## src/hdl/plu_pkg.sv

```systemverilog
`default_nettype none
package plu_pkg;

  localparam int DT_Q16    = 1311;
  localparam int Q_ONE     = 65536;
  localparam int CFG_IDX_W = 3;
  localparam int CFG_DATA_W = 48;
  localparam int QUOT_W    = 41;
  localparam int DEN_W     = 24;
  localparam int DIV_STEPS = 41;

  localparam logic [31:0] NET_ACCEL_RST     = 32'd0;
  localparam logic [23:0] SLOWDOWN_RATE_RST = 24'd0;
  localparam logic [23:0] LIFESPAN_RST      = 24'd655360;
  localparam logic [15:0] RAMP_MID_RST      = 16'd32768;
  localparam logic [47:0] SIZE_POINTS_RST   = 48'h004000400040;
  localparam logic [31:0] COLOR_RST         = 32'hFFFFFFFF;
  localparam logic [40:0] RECIP_LIFE_RST    = 41'd1677721;
  localparam logic [32:0] RECIP_MID_RST     = 33'd131072;
  localparam logic [32:0] RECIP_REST_RST    = 33'd131072;

  typedef enum logic [CFG_IDX_W-1:0] {
    REG_NET_ACCEL     = 3'd0,
    REG_SLOWDOWN_RATE = 3'd1,
    REG_LIFESPAN      = 3'd2,
    REG_RAMP_MID      = 3'd3,
    REG_SIZE_POINTS   = 3'd4,
    REG_COLOR_START   = 3'd5,
    REG_COLOR_MID     = 3'd6,
    REG_COLOR_END     = 3'd7
  } cfg_reg_t;

  typedef enum logic [2:0] {
    RS_IDLE,
    RS_LOAD_LIFE,
    RS_DIV_LIFE,
    RS_LOAD_MID,
    RS_DIV_MID,
    RS_LOAD_REST,
    RS_DIV_REST
  } recip_state_t;

  typedef struct packed {
    logic signed [31:0] net_accel;
    logic [23:0]        slowdown_rate;
    logic [23:0]        lifespan;
    logic [15:0]        ramp_mid;
    logic [47:0]        size_points;
    logic [31:0]        color_start;
    logic [31:0]        color_mid;
    logic [31:0]        color_end;
    logic [40:0]        recip_life;
    logic [32:0]        recip_mid;
    logic [32:0]        recip_rest;
  } cfg_t;

  // exp(-x) for x = y / 2^30, by a short series on x/256 and eight squarings
  function automatic logic [16:0] exp_entry(input logic [63:0] y);
    logic [63:0] r;
    logic [63:0] term;
    logic [63:0] sum;
    logic [63:0] e;
    r    = y >> 8;
    term = 64'd1 << 30;
    sum  = term;
    term = (term * r + (64'd1 << 29)) >> 30;
    sum  = sum - term;
    term = ((term * r + (64'd1 << 29)) >> 30) / 2;
    sum  = sum + term;
    term = ((term * r + (64'd1 << 29)) >> 30) / 3;
    sum  = sum - term;
    term = ((term * r + (64'd1 << 29)) >> 30) / 4;
    sum  = sum + term;
    term = ((term * r + (64'd1 << 29)) >> 30) / 5;
    sum  = sum - term;
    term = ((term * r + (64'd1 << 29)) >> 30) / 6;
    sum  = sum + term;
    e = sum;
    for (int n = 0; n < 8; n++) begin
      e = (e * e + (64'd1 << 29)) >> 30;
    end
    return 17'((e + (64'd1 << 13)) >> 14);
  endfunction

endpackage
`default_nettype wire

```

## src/hdl/plu_recip.sv

```systemverilog
`default_nettype none
module plu_recip import plu_pkg::*; (
  input  logic              clk,
  input  logic              rst_n,
  input  logic              start,
  input  logic              long_num,
  input  logic [DEN_W-1:0]  divisor,
  output logic              busy,
  output logic [QUOT_W-1:0] quot
);

  logic [DEN_W-1:0]  den_r;
  logic [DEN_W-1:0]  rem_r;
  logic [QUOT_W-1:0] num_r;
  logic [QUOT_W-1:0] q_r;
  logic [5:0]        cnt_r;
  logic [DEN_W:0]    trial;
  logic [DEN_W:0]    diff;
  logic              ge;

  assign trial = {rem_r, num_r[QUOT_W-1]};
  assign ge    = trial >= {1'b0, den_r};
  assign diff  = trial - {1'b0, den_r};
  assign busy  = cnt_r != 6'd0;
  assign quot  = q_r;

  always_ff @(posedge clk) begin
    if (!rst_n) begin
      cnt_r <= 6'd0;
    end else if (start) begin
      cnt_r <= 6'(DIV_STEPS);
    end else if (busy) begin
      cnt_r <= cnt_r - 6'd1;
    end
  end

  always_ff @(posedge clk) begin
    if (start) begin
      den_r <= divisor;
      rem_r <= '0;
      q_r   <= '0;
      num_r <= long_num ? (QUOT_W'(1) << 40) : (QUOT_W'(1) << 32);
    end else if (busy) begin
      rem_r <= ge ? diff[DEN_W-1:0] : trial[DEN_W-1:0];
      num_r <= num_r << 1;
      q_r   <= {q_r[QUOT_W-2:0], ge};
    end
  end

endmodule
`default_nettype wire

```

## src/hdl/plu_cfg.sv

```systemverilog
`default_nettype none
module plu_cfg import plu_pkg::*; (
  input  logic                  clk,
  input  logic                  rst_n,
  input  logic                  cfg_we,
  input  logic [CFG_IDX_W-1:0]  cfg_idx,
  input  logic [CFG_DATA_W-1:0] cfg_data,
  output cfg_t                  cfg,
  output logic                  busy
);

  logic signed [31:0] net_accel_r;
  logic [23:0]        slowdown_rate_r;
  logic [23:0]        lifespan_r;
  logic [15:0]        ramp_mid_r;
  logic [47:0]        size_points_r;
  logic [31:0]        color_start_r;
  logic [31:0]        color_mid_r;
  logic [31:0]        color_end_r;
  logic [40:0]        recip_life_r;
  logic [32:0]        recip_mid_r;
  logic [32:0]        recip_rest_r;

  recip_state_t      state_r, state_nxt;
  logic              div_start;
  logic              div_long;
  logic [DEN_W-1:0]  div_den;
  logic              div_busy;
  logic [QUOT_W-1:0] div_quot;
  logic              recalc;
  cfg_reg_t          widx;

  assign widx   = cfg_reg_t'(cfg_idx);
  assign recalc = cfg_we && (widx == REG_LIFESPAN || widx == REG_RAMP_MID);
  assign busy   = state_r != RS_IDLE;

  always_ff @(posedge clk) begin
    if (!rst_n) begin
      net_accel_r     <= NET_ACCEL_RST;
      slowdown_rate_r <= SLOWDOWN_RATE_RST;
      lifespan_r      <= LIFESPAN_RST;
      ramp_mid_r      <= RAMP_MID_RST;
      size_points_r   <= SIZE_POINTS_RST;
      color_start_r   <= COLOR_RST;
      color_mid_r     <= COLOR_RST;
      color_end_r     <= COLOR_RST;
    end else if (cfg_we) begin
      case (widx)
        REG_NET_ACCEL:     net_accel_r     <= cfg_data[31:0];
        REG_SLOWDOWN_RATE: slowdown_rate_r <= cfg_data[23:0];
        REG_LIFESPAN:      lifespan_r      <= cfg_data[23:0];
        REG_RAMP_MID:      ramp_mid_r      <= cfg_data[15:0];
        REG_SIZE_POINTS:   size_points_r   <= cfg_data[47:0];
        REG_COLOR_START:   color_start_r   <= cfg_data[31:0];
        REG_COLOR_MID:     color_mid_r     <= cfg_data[31:0];
        REG_COLOR_END:     color_end_r     <= cfg_data[31:0];
        default: ;
      endcase
    end
  end

  always_ff @(posedge clk) begin
    if (!rst_n) begin
      state_r <= RS_IDLE;
    end else begin
      state_r <= state_nxt;
    end
  end

  always_comb begin
    state_nxt = state_r;
    div_start = 1'b0;
    div_long  = 1'b0;
    div_den   = '0;
    case (state_r)
      RS_IDLE: ;
      RS_LOAD_LIFE: begin
        div_start = 1'b1;
        div_long  = 1'b1;
        div_den   = (lifespan_r == 24'd0) ? DEN_W'(1) : lifespan_r;
        state_nxt = RS_DIV_LIFE;
      end
      RS_DIV_LIFE: begin
        if (!div_busy) state_nxt = RS_LOAD_MID;
      end
      RS_LOAD_MID: begin
        div_start = 1'b1;
        div_den   = (ramp_mid_r == 16'd0) ? DEN_W'(1) : DEN_W'(ramp_mid_r);
        state_nxt = RS_DIV_MID;
      end
      RS_DIV_MID: begin
        if (!div_busy) state_nxt = RS_LOAD_REST;
      end
      RS_LOAD_REST: begin
        div_start = 1'b1;
        div_den   = DEN_W'(25'(Q_ONE) - 25'(ramp_mid_r));
        state_nxt = RS_DIV_REST;
      end
      RS_DIV_REST: begin
        if (!div_busy) state_nxt = RS_IDLE;
      end
      default: state_nxt = RS_IDLE;
    endcase
    if (recalc) state_nxt = RS_LOAD_LIFE;
  end

  always_ff @(posedge clk) begin
    if (!rst_n) begin
      recip_life_r <= RECIP_LIFE_RST;
      recip_mid_r  <= RECIP_MID_RST;
      recip_rest_r <= RECIP_REST_RST;
    end else if (!div_busy) begin
      if (state_r == RS_DIV_LIFE) recip_life_r <= div_quot;
      if (state_r == RS_DIV_MID)  recip_mid_r  <= div_quot[32:0];
      if (state_r == RS_DIV_REST) recip_rest_r <= div_quot[32:0];
    end
  end

  plu_recip u_recip (
    .clk      (clk),
    .rst_n    (rst_n),
    .start    (div_start),
    .long_num (div_long),
    .divisor  (div_den),
    .busy     (div_busy),
    .quot     (div_quot)
  );

  assign cfg = '{
    net_accel:     net_accel_r,
    slowdown_rate: slowdown_rate_r,
    lifespan:      lifespan_r,
    ramp_mid:      ramp_mid_r,
    size_points:   size_points_r,
    color_start:   color_start_r,
    color_mid:     color_mid_r,
    color_end:     color_end_r,
    recip_life:    recip_life_r,
    recip_mid:     recip_mid_r,
    recip_rest:    recip_rest_r
  };

`ifndef SYNTHESIS
  a_start_idle: assert property (@(posedge clk) disable iff (!rst_n)
    div_start |-> !div_busy || recalc || state_r == RS_LOAD_LIFE)
    else $error("divider restarted mid-run");
  a_busy_run: assert property (@(posedge clk) disable iff (!rst_n)
    div_start && !recalc |=> div_busy && busy)
    else $error("divider did not start");
  a_idle_quiet: assert property (@(posedge clk) disable iff (!rst_n)
    state_r == RS_IDLE |-> !div_start)
    else $error("divider started while idle");
`endif

endmodule
`default_nettype wire

```

## config.mk

```make
export PLATFORM = sky130hd
export DESIGN_NAME = plu_cfg
export DESIGN_NICKNAME = d
export VERILOG_FILES = /design/src/hdl/plu_pkg.sv /design/src/hdl/plu_recip.sv /design/src/hdl/plu_cfg.sv
export SDC_FILE = /design/constraint.sdc
export NUM_CORES = 1
export LEC_CHECK = 0
export BUFFER_PORTS_ARGS = -buffer_cell sky130_fd_sc_hd__buf_2
export CAP_MARGIN = 20
export CORE_MARGIN = 3
export CORE_UTILIZATION = 58
export DETAILED_ROUTE_END_ITERATION = 8
export PLACE_DENSITY_LB_ADDON = 0.2
export SLEW_MARGIN = 40
export SYNTH_ARGS = -nofsm -noshare
export SYNTH_HDL_FRONTEND = slang
export SYNTH_SLANG_ARGS = --single-unit
```

## constraint.sdc

```tcl
create_clock -name clk -period 3.6 [get_ports clk]
set_input_delay 0.18 -clock clk [delete_from_list [all_inputs] [get_ports clk]]
set_output_delay 0.18 -clock clk [all_outputs]
set_load 0.02 [all_outputs]
```

==> out/metrics.yaml, run 1 <==
outcome:
  status: "finished clean"
setup_path:
  cpPeakStageDelay_ns: 0.43
  cp_max_fo: 33
  crit_chain: "inv_1 -> ha_1 -> nor2b_1 -> o31a_1 -> o2111ai_2 -> a21oi_2 -> a311oi_4 -> buf_4 -> mux2_1 -> a21oi_1"
  start_kind: "flip-flop"
  cp_data_arrival_time_ns: 3.33
  critPathKind: "flip-flop to flip-flop"
  crit_required_ns: 4.07
  slowest_stage: "buf_4"
  cp-end-kind: "flip-flop"
global_route:
  antenna_found_initial: 3
  overflow: 0
  grt_usage: 0.327
  grt_start_max_net_pins: 130
  grt_pass1_vias: 16700
  grt_pass1_wl_mm: 90.2
synthesis:
  ys.warnings.count: 0
  synth.net_count: 2357
  synthCells: 2275
  avgSynthCellArea_um2: 8.21
  synth_flop_cell: "dfxtp_1"
  synth-edff-count: 33
  synth.top_cells.by_area: "dfxtp_1 45%, nand2_1 16%, a21boi_0 6.8%"
  yosys_register_bits: 454
  async_reset_ff_frac: 0
  synth_top_area_frac: 0.451
  ys_types: 65
  synth_area_um2: 18700
  synth_top_area_cell: "dfxtp_1"
  yosysSeqAreaShare: 0.505
sta:
  fin_crit_ns: 2.86
  maxSlewViolCount: 0
  finalSetupViolations: 0
  worstMarginPinSlew_ns: 0.757
  finalCritPeriodShare: 0.795
  finalHoldViolations: 0
  slew_headroom: 0.495
  maxClockFrequency_ghz: 0.350
  fin_skew_ns: 0.0111
  finalSetupTns_ns: 0
  rsz0062_at_grt: "no"
finish:
  area_delta_synth_final_pct: 22.0
  final_nets: 2711
  drive_above_1_share: 0.196
  layout_common_cells: "815 x nand2_1, 421 x dfxtp_1, 400 x buf_2"
  layout_commonest_cell: "nand2_1"
routing:
  route.detailed.drc: 0
  wl_mm: 58.3
  avgRoutedWirePerCell_um: 19.0
  drt_iter0_markers: 1173
  num_vias: 17400
  via_per_inst: 5.65
  drt-pass1-iter-count: 7
  antenna_left: 0
die:
  initial_core_util: 0.590
  die_area_um2: 34400
  fp-row-count: 65
  core_area_um2: 31600
  die_w_um: 185
  ios: 402
  die_h_um: 185
power_and_ir_drop:
  leakage_nw: 9.70
  power.density_nw_per_um2: 633
  peakVddDrop_mv: 0.425
  total_power_w: 0.0144
clock_network:
  clock_path_buffers: 3
  insertion_delay_ns: 0.55
  clkTransAtPathRegs_ns: 0.06
  cts_tree: "done"
  cts.sinks: 454
  post_cts.repair.setup_buffers: 0
  cts_root_buf: "clkbuf_16"
  htreeDepth: 2
  cts_resized: 0
  cts_buffers: 46
min_path:
  hold_class: "input pin to flip-flop"
placed_design:
  port_buffers: 401
  place_hpwl_mm: 38.5
  gp_congestion: 0.914
flow_run:
  cap_violations: 0
stage by stage:
stage	worst slack, ns	utilization	cells	area [um^2]	hold slack (ns)
2_1_floorplan	1.18	-	2275	18700	0.304
3_3_place_gp	0.785	0.657	2941	20800	0.433
3_5_place_dp	0.728	0.658	2941	20800	0.443
4_1_cts	0.712	0.719	3068	22800	0.0164
6_report	0.739	0.720	3071	22800	0.0357
5_1_grt	0.569	0.720	3071	22800	0.0282
registers in the layout, indices dropped and copies added (netlist names):
name / flops
color_end_r: 32
color_mid_r: 32
color_start_r: 32
lifespan_r: 24
net_accel_r: 32
ramp_mid_r: 16
recip_life_r: 41
recip_mid_r: 33
recip_rest_r: 33
size_points_r: 48
slowdown_rate_r: 24
state_r: 3
u_recip.cnt_r: 6
u_recip.den_r: 24
u_recip.num_r: 9
u_recip.quot: 41
u_recip.rem_r: 24
power by group:
part	leakage (nW)	switching [W]	internal, W
clock network	0.746	0.00198	0.00283
logic	5.21	0.00216	0.00137
registers	3.74	0.000442	0.00563
total	9.70	0.00459	0.00982
cell type report:
cell class                      count  area (um^2)
Antenna cell                        3         7.51
Clock buffer                       74         1370
Clock inverter                     11          153
Fill cell                        2428         8860
Inverter                           37          139
Multi-Input combinational cell   1618         8500
Sequential cell                   454         9420
Tap cell                          402          503
Timing Repair Buffer              472         2680
worst max-delay path, delay by kind of cell, from the launching register on:
family                     cells  cell delay, ns
AOI/OAI and AO/OA              5            1.11
buffers and inverters          2            0.51
DFF                            1            0.41
muxes                          1            0.36
adders and majority gates      1            0.23
and+or+nand+nor                1            0.14
cells in the mapped netlist (all sizes together), types with 7 or more instances:
cell,number
xnor2,15
a21oi,82
nor3,20
nor2,42
and2,19
nor3b,11
a221o,8
nand4,12
ha,27
o21ai,55
xor2,8
a21boi,238
a211oi,8
dfxtp,421
a21o,7
inv,36
nor4,12
edfxtp,33
mux2i,21
nand2b,9
nand2,816
nand3,137
buf,16
clkbuf,150
cells by family after synthesis:
logic type,share of synthesized area
xor gates and xnor gates,0.0108
DFF,0.505
buffers and inverters,0.0437
muxes,0.0125
and+or+nand+nor,0.247
AOI/OAI and AO/OA,0.162
adders and majority gates,0.0192
what timing repair did:
item,in CTS,in global routing
hold buffers,42,0
setup endpoints to repair,0,0
endpoints found under the hold margin,136,0
layer usage:
layer,vias up,track usage,share of wire
met3,196,0.0850,0.088
met2,771,0.546,0.48
met1,8113,0.392,0.38
met5,-,0,0
li1,8274,-,-
met4,0,0.164,0.052
final timing paths:
kind / start / cells past startpoint / to / slack, ns
max reg2reg: u_recip.den_r[1] / 10 / u_recip.rem_r[0] / 0.74
min reg2reg: recip_life_r[36] / 2 / recip_life_r[36] / 0.45
max: u_recip.den_r[1] / 10 / u_recip.rem_r[0] / 0.74
min: cfg_data[19] / 3 / color_end_r[19] / 0.04
No activity file was read; power rests on OpenSTA's default activity.
==> run 2, diff against run 1 <==
--- a/config.mk
+++ b/config.mk
@@ -5,10 +5,11 @@
 export SDC_FILE = /design/constraint.sdc
 export NUM_CORES = 1
 export LEC_CHECK = 0
+export ABC_AREA = 1
 export BUFFER_PORTS_ARGS = -buffer_cell sky130_fd_sc_hd__buf_2
 export CAP_MARGIN = 20
 export CORE_MARGIN = 3
-export CORE_UTILIZATION = 58
+export CORE_UTILIZATION = 49
 export DETAILED_ROUTE_END_ITERATION = 8
 export PLACE_DENSITY_LB_ADDON = 0.2
 export SLEW_MARGIN = 40
==> constraint.sdc (replaced) <==
create_clock -name clk -period 2.46 [get_ports clk]
set_input_delay 0.123 -clock clk [delete_from_list [all_inputs] [get_ports clk]]
set_output_delay 0.123 -clock clk [all_outputs]
set_load 0.02 [all_outputs]
==> out/metrics.yaml, run 2 <==
outcome:
  status: "finished clean"
placed_design:
  gp_congestion: 0.922
  dpl_worst_slack_ns: 0.306
  port_buffers: 401
  dp.cells: 3291
  place_hpwl_mm: 40.9
flow_run:
  cap_violations: 0
setup_path:
  timing.rr.start: "u_recip.den_r[16]"
  path_depth: 11
  cp-end-kind: "flip-flop"
  startpoint: "u_recip.den_r[16]"
  critPathKind: "flip-flop to flip-flop"
  path_common_cell: "a21oi_1"
  rr_endpoint: "u_recip.rem_r[0]"
  reg2reg_slack_ns: 0.26
  r2r_cells: 11
  start_kind: "flip-flop"
  cp_data_arrival_time_ns: 2.65
  critical_path.top_delay_family: "compound AO/OA/AOI/OAI gates"
  crit_chain: "inv_1 -> ha_1 -> nand2_1 -> inv_1 -> a21oi_1 -> nand2_1 -> a21oi_1 -> nand3_2 -> buf_4 -> o21ai_0 -> a21oi_1"
  crit_end: "u_recip.rem_r[0]"
  cp_max_fo: 10
  cpPeakStageDelay_ns: 0.33
  slowest_stage: "edfxtp_1"
  critPathBufInv: 3
  crit_required_ns: 2.91
sta:
  fin_skew_ns: 0.0274
  finalSetupViolations: 0
  finalSetupTns_ns: 0
  finalCritPeriodShare: 0.895
  fin_hold_ws_ns: 0.0368
  rsz0062_at_grt: "no"
  worstMarginPinSlew_ns: 0.754
  maxClockFrequency_ghz: 0.454
  layout_setup_ws_ns: 0.259
  slew_headroom: 0.497
  fin_crit_ns: 2.20
  finalHoldViolations: 0
  maxSlewViolCount: 0
routing:
  drt_iter0_markers: 1523
  route.detailed.drc: 0
  drt-pass1-iter-count: 6
  avgRoutedWirePerCell_um: 17.5
  wl_mm: 60.0
  via_per_inst: 5.21
  antenna_left: 0
  num_vias: 17800
global_route:
  antenna_found_initial: 2
  grt_pass1_vias: 17100
  grt_pass1_wl_mm: 92.4
  overflow: 0
  grt_usage: 0.290
  grt_start_max_net_pins: 113
finish:
  fillers: 3274
  final_nets: 2967
  drive_above_1_share: 0.187
  layout_commonest_cell: "nand2_1"
  layout_common_cells: "532 x nand2_1, 500 x nor2_1, 421 x dfxtp_1"
  largest_register_ffs: 48
  area_delta_synth_final_pct: 23.9
  final_cells: 3426
  top_register: "size_points_r"
  regArea_um2: 9420
  multi_input_area_um2: 7660
synthesis:
  avgSynthCellArea_um2: 7.37
  yosys_register_bits: 454
  synth_top_area_frac: 0.458
  ys_top_cells_by_count: "532 x nand2_1, 505 x nor2_1, 421 x dfxtp_1"
  synth.top_cells.by_area: "dfxtp_1 46%, nand2_1 11%, nor2_1 10%"
  async_reset_ff_frac: 0
  synthCells: 2501
  synth.net_count: 2583
  ys_types: 43
  synth_area_um2: 18400
  synth_top_area_cell: "dfxtp_1"
  synth_flop_cell: "dfxtp_1"
  yosysSeqAreaShare: 0.511
  ys.warnings.count: 0
  synth-edff-count: 33
  synth_most_common_cell: "nand2_1"
power_and_ir_drop:
  leakage_nw: 11.4
  power.density_nw_per_um2: 963
  peakVddDrop_mv: 0.598
  total_power_w: 0.0220
die:
  die_area_um2: 40000
  die_w_um: 200
  ios: 402
  core_area_um2: 36900
  fp-row-count: 70
  initial_core_util: 0.500
  die_h_um: 200
clock_network:
  insertion_delay_ns: 0.59
  cts_resized: 0
  cts_buffers: 46
  htreeDepth: 2
  clock_path_buffers: 3
  cts_root_buf: "clkbuf_16"
  cts.sinks: 454
  clkTransAtPathRegs_ns: 0.06
  cts_tree: "done"
min_path:
  hold_class: "input pin to flip-flop"
## run 2: where the power goes
group          switching, W  internal, W  total (W)  leakage, nW
sequential         0.000672      0.00831    0.00898         3.75
combinational       0.00394      0.00209    0.00603         6.93
clock               0.00297      0.00399    0.00696        0.759
## run 2: how the worst min path moves through the flow
stage	from	end	slack (ns)	cells past startpoint
finish	cfg_we	state_r[0]	0.04	5
global route	rst_n	color_end_r[10]	0.04	2
floorplan	cfg_data[16]	color_mid_r[16]	0.24	2
detailed placement	cfg_data[38]	size_points_r[38]	0.34	3
global placement	cfg_data[38]	size_points_r[38]	0.34	3
CTS	rst_n	color_end_r[10]	0.009	2
## run 2: routing by layer
metal,vias to the layer above,wire [um],track usage
met3,146,4980,0.0762
met2,709,28200,0.483
met1,8224,23900,0.358
met5,-,0,0
li1,8762,-,-
met4,0,2870,0.128
## run 2: cells by family (layout without fill, tap and decap cells)
| group | Yosys count | count (layout) | synth area share |
|---|---|---|---|
| XOR/XNOR | 13 | 13 | 0.00618 |
| AND/OR/NAND/NOR | 1273 | 1273 | 0.281 |
| flip-flops | 454 | 454 | 0.511 |
| buffers and inverters | 350 | 769 | 0.0740 |
| other | 0 | 2 | 0 |
| adder cells (fa/ha/maj) | 28 | 28 | 0.0194 |
| AO/OA/AOI/OAI | 383 | 383 | 0.108 |
## run 2: stage by stage
step | area [um^2] | utilization
5_1_grt | 22800 | 0.619
3_3_place_gp | 20800 | 0.564
2_1_floorplan | 18400 | -
6_report | 22800 | 0.619
3_5_place_dp | 20800 | 0.564
4_1_cts | 22800 | 0.619
## run 2: cell type report
| type | count | share of cell area |
|---|---|---|
| sequential | 454 | 0.413 |
| inverter | 198 | 0.0326 |
| clock inverter | 22 | 0.00806 |
| timing repair buffer | 488 | 0.125 |
| tap | 504 | 0.0276 |
| clock buffer | 61 | 0.0578 |
| antenna | 2 | 0.000219 |
| multi-input combinational | 1697 | 0.336 |
## run 2: what timing repair did
item | 4_1_cts | 5_1_grt
endpoints found under the hold margin | 228 | 0
setup buffers | 0 | 0
hold buffers | 50 | 0
## run 2: worst register-to-register path, cell delays in order (launching register included)
cell      delay, ns
edfxtp_1       0.33
inv_1          0.04
ha_1           0.33
nand2_1        0.16
inv_1          0.05
a21oi_1        0.20
nand2_1        0.12
a21oi_1        0.17
nand3_2        0.19
buf_4          0.24
o21ai_0        0.17
a21oi_1        0.08
==> run 3, diff against run 2 <==
--- a/config.mk
+++ b/config.mk
@@ -9,9 +9,10 @@
 export BUFFER_PORTS_ARGS = -buffer_cell sky130_fd_sc_hd__buf_2
 export CAP_MARGIN = 20
 export CORE_MARGIN = 3
-export CORE_UTILIZATION = 49
+export CORE_UTILIZATION = 58
 export DETAILED_ROUTE_END_ITERATION = 8
 export PLACE_DENSITY_LB_ADDON = 0.2
+export REMOVE_ABC_BUFFERS = 1
 export SLEW_MARGIN = 40
 export SYNTH_ARGS = -nofsm -noshare
 export SYNTH_HDL_FRONTEND = slang
==> constraint.sdc (replaced) <==
create_clock -name clk -period 2.6 [get_ports clk]
set_input_delay 0.13 -clock clk [delete_from_list [all_inputs] [get_ports clk]]
set_output_delay 0.13 -clock clk [all_outputs]
set_load 0.02 [all_outputs]
==> out/metrics.yaml, run 3 (synthesized netlist as in run 2, its figures left out) <==
outcome:
  status: "finished clean"
clock_network:
  cts_hold_buf: 51
  cts_resized: 0
  clock_path_buffers: 3
  post_cts.repair.setup_buffers: 0
  clkTransAtPathRegs_ns: 0.06
  cts.sinks: 454
  cts_tree: "done"
  cts_buffers: 47
  insertion_delay_ns: 0.55
  cts_root_buf: "clkbuf_16"
  htreeDepth: 2
sta:
  finalHoldViolations: 0
  maxClockFrequency_ghz: 0.454
  rsz0062_at_grt: "no"
  finalSetupViolations: 0
  fin_crit_ns: 2.20
  maxSlewViolCount: 0
  layout_setup_ws_ns: 0.400
  slew_headroom: 0.481
  finalCritPeriodShare: 0.846
  fin_skew_ns: 0.0142
  worstMarginPinSlew_ns: 0.777
setup_path:
  rr_endpoint: "u_recip.rem_r[18]"
  crit_chain: "inv_1 -> ha_1 -> nand2_1 -> inv_1 -> nand2_1 -> nand2_1 -> nand2_1 -> nand3_1 -> nand2_1 -> inv_1 -> nor2_4 -> nand3_1 -> o21ai_0 -> nor2_1"
  critPathKind: "flip-flop to flip-flop"
  cp_data_arrival_time_ns: 2.63
  cpPeakStageDelay_ns: 0.37
  critical_path.top_delay_family: "simple AND/OR/NAND/NOR gates"
  crit_required_ns: 3.03
  cp-end-kind: "flip-flop"
  critPathBufInv: 3
  timing.rr.start: "u_recip.den_r[3]"
  slowest_stage: "edfxtp_1"
  cp_max_fo: 5
  reg2reg_slack_ns: 0.40
  r2r_cells: 14
  start_kind: "flip-flop"
  path_common_cell: "nand2_1"
global_route:
  grt_start_max_net_pins: 97
  grt_use_met3: 0.0862
  grt_usage: 0.338
  antenna_found_initial: 4
  grt_util_met1: 0.405
  use_met2: 0.561
  grt_busiest_layer: "met2"
  grt_pass1_wl_mm: 93.0
  overflow: 0
  grt_pass1_vias: 17600
power_and_ir_drop:
  peakVddDrop_mv: 0.824
  power.density_nw_per_um2: 918
  leakage_nw: 11.4
finish:
  layout_commonest_cell: "nand2_1"
  fin_util: 0.735
  fillers: 2372
  layout_common_cells: "532 x nand2_1, 500 x nor2_1, 421 x dfxtp_1"
  final_nets: 2966
  drive_above_1_share: 0.185
  largest_register_ffs: 48
  top_register: "size_points_r"
  area_delta_synth_final_pct: 23.3
die:
  die_h_um: 184
  die_w_um: 184
  die_area_um2: 33900
  initial_core_util: 0.596
  fp-row-count: 64
  core_area_um2: 30900
  ios: 402
placed_design:
  dpl_worst_slack_ns: 0.418
  port_buffers: 401
  gp_congestion: 0.929
  place_hpwl_mm: 39.2
flow_run:
  cap_violations: 0
min_path:
  hold_depth: 4
  hp-start: "cfg_idx[0]"
  hold_end: "ramp_mid_r[15]"
  hold_class: "input pin to flip-flop"
routing:
  drt_iter0_markers: 1748
  wl_mm: 59.1
  drt-pass1-iter-count: 6
  num_vias: 18300
  via_per_inst: 5.50
  avgRoutedWirePerCell_um: 17.8
  route.detailed.drc: 0
  antenna_left: 0
==> run 3: cell count changes in the layout (fill, tap and decap cells not counted), sizes merged <==
cell         change
dlygate4sd3      +1
clkbuf           +6
buf              -3
clkinvlp         +1
clkinv           -8
inv              +1
diode            +3
==> run 3: layout make-up <==
class / instances / area (um^2) / share of cell area
timing repair buffer: 486 / 2840 / 0.125
tap: 396 / 495 / 0.0218
clock buffer: 67 / 1370 / 0.0604
inverter: 198 / 743 / 0.0327
multi-input combinational: 1697 / 7660 / 0.337
clock inverter: 16 / 159 / 0.00700
antenna: 5 / 12.5 / 0.000551
sequential: 454 / 9420 / 0.415
==> run 3: routing by layer <==
metal / part of all wire / up-vias
met5: 0 / -
met3: 0.093 / 219
met1: 0.38 / 8392
met2: 0.47 / 908
met4: 0.058 / 0
li1: - / 8737
==> run 3: worst min-delay path, delay by kind of cell <==
kind / cells / cell delay, ns
buffers and inverters: 1 / 0.13
AOI/OAI and AO/OA: 1 / 0.15
and+or+nand+nor: 2 / 0.19
==> run 3: how the worst max path moves through the flow <==
stage	from	end	slack (ns)	depth (start not counted)
2_1_floorplan	u_recip.cnt_r[0]	recip_life_r[17]	-1.57	10
3_3_place_gp	u_recip.den_r[7]	u_recip.rem_r[18]	0.47	14
3_5_place_dp	u_recip.den_r[8]	u_recip.rem_r[18]	0.42	14
4_1_cts	u_recip.rem_r[6]	u_recip.rem_r[18]	0.39	13
5_1_grt	u_recip.den_r[16]	u_recip.rem_r[14]	0.13	13
6_report	u_recip.den_r[3]	u_recip.rem_r[18]	0.40	14
==> run 3: stage by stage <==
step / hold WS [ns] / TNS [ns] / cells / power [W] / area, um^2
2_1_floorplan: 0.214 / -154.58 / 2349 / 0.0123 / 17800
3_3_place_gp: 0.342 / 0 / 3180 / 0.0140 / 20700
3_5_place_dp: 0.357 / 0 / 3180 / 0.0142 / 20700
4_1_cts: 0.0691 / 0 / 3314 / 0.0209 / 22700
5_1_grt: 0.112 / 0 / 3318 / 0.0220 / 22700
6_report: 0.0814 / 0 / 3319 / 0.0209 / 22700
==> run 3: power breakdown <==
group          total [W]  internal (W)  switching (W)
clock network    0.00668       0.00389        0.00280
logic            0.00569       0.00196        0.00373
registers        0.00848       0.00786       0.000619
total             0.0209        0.0137        0.00715
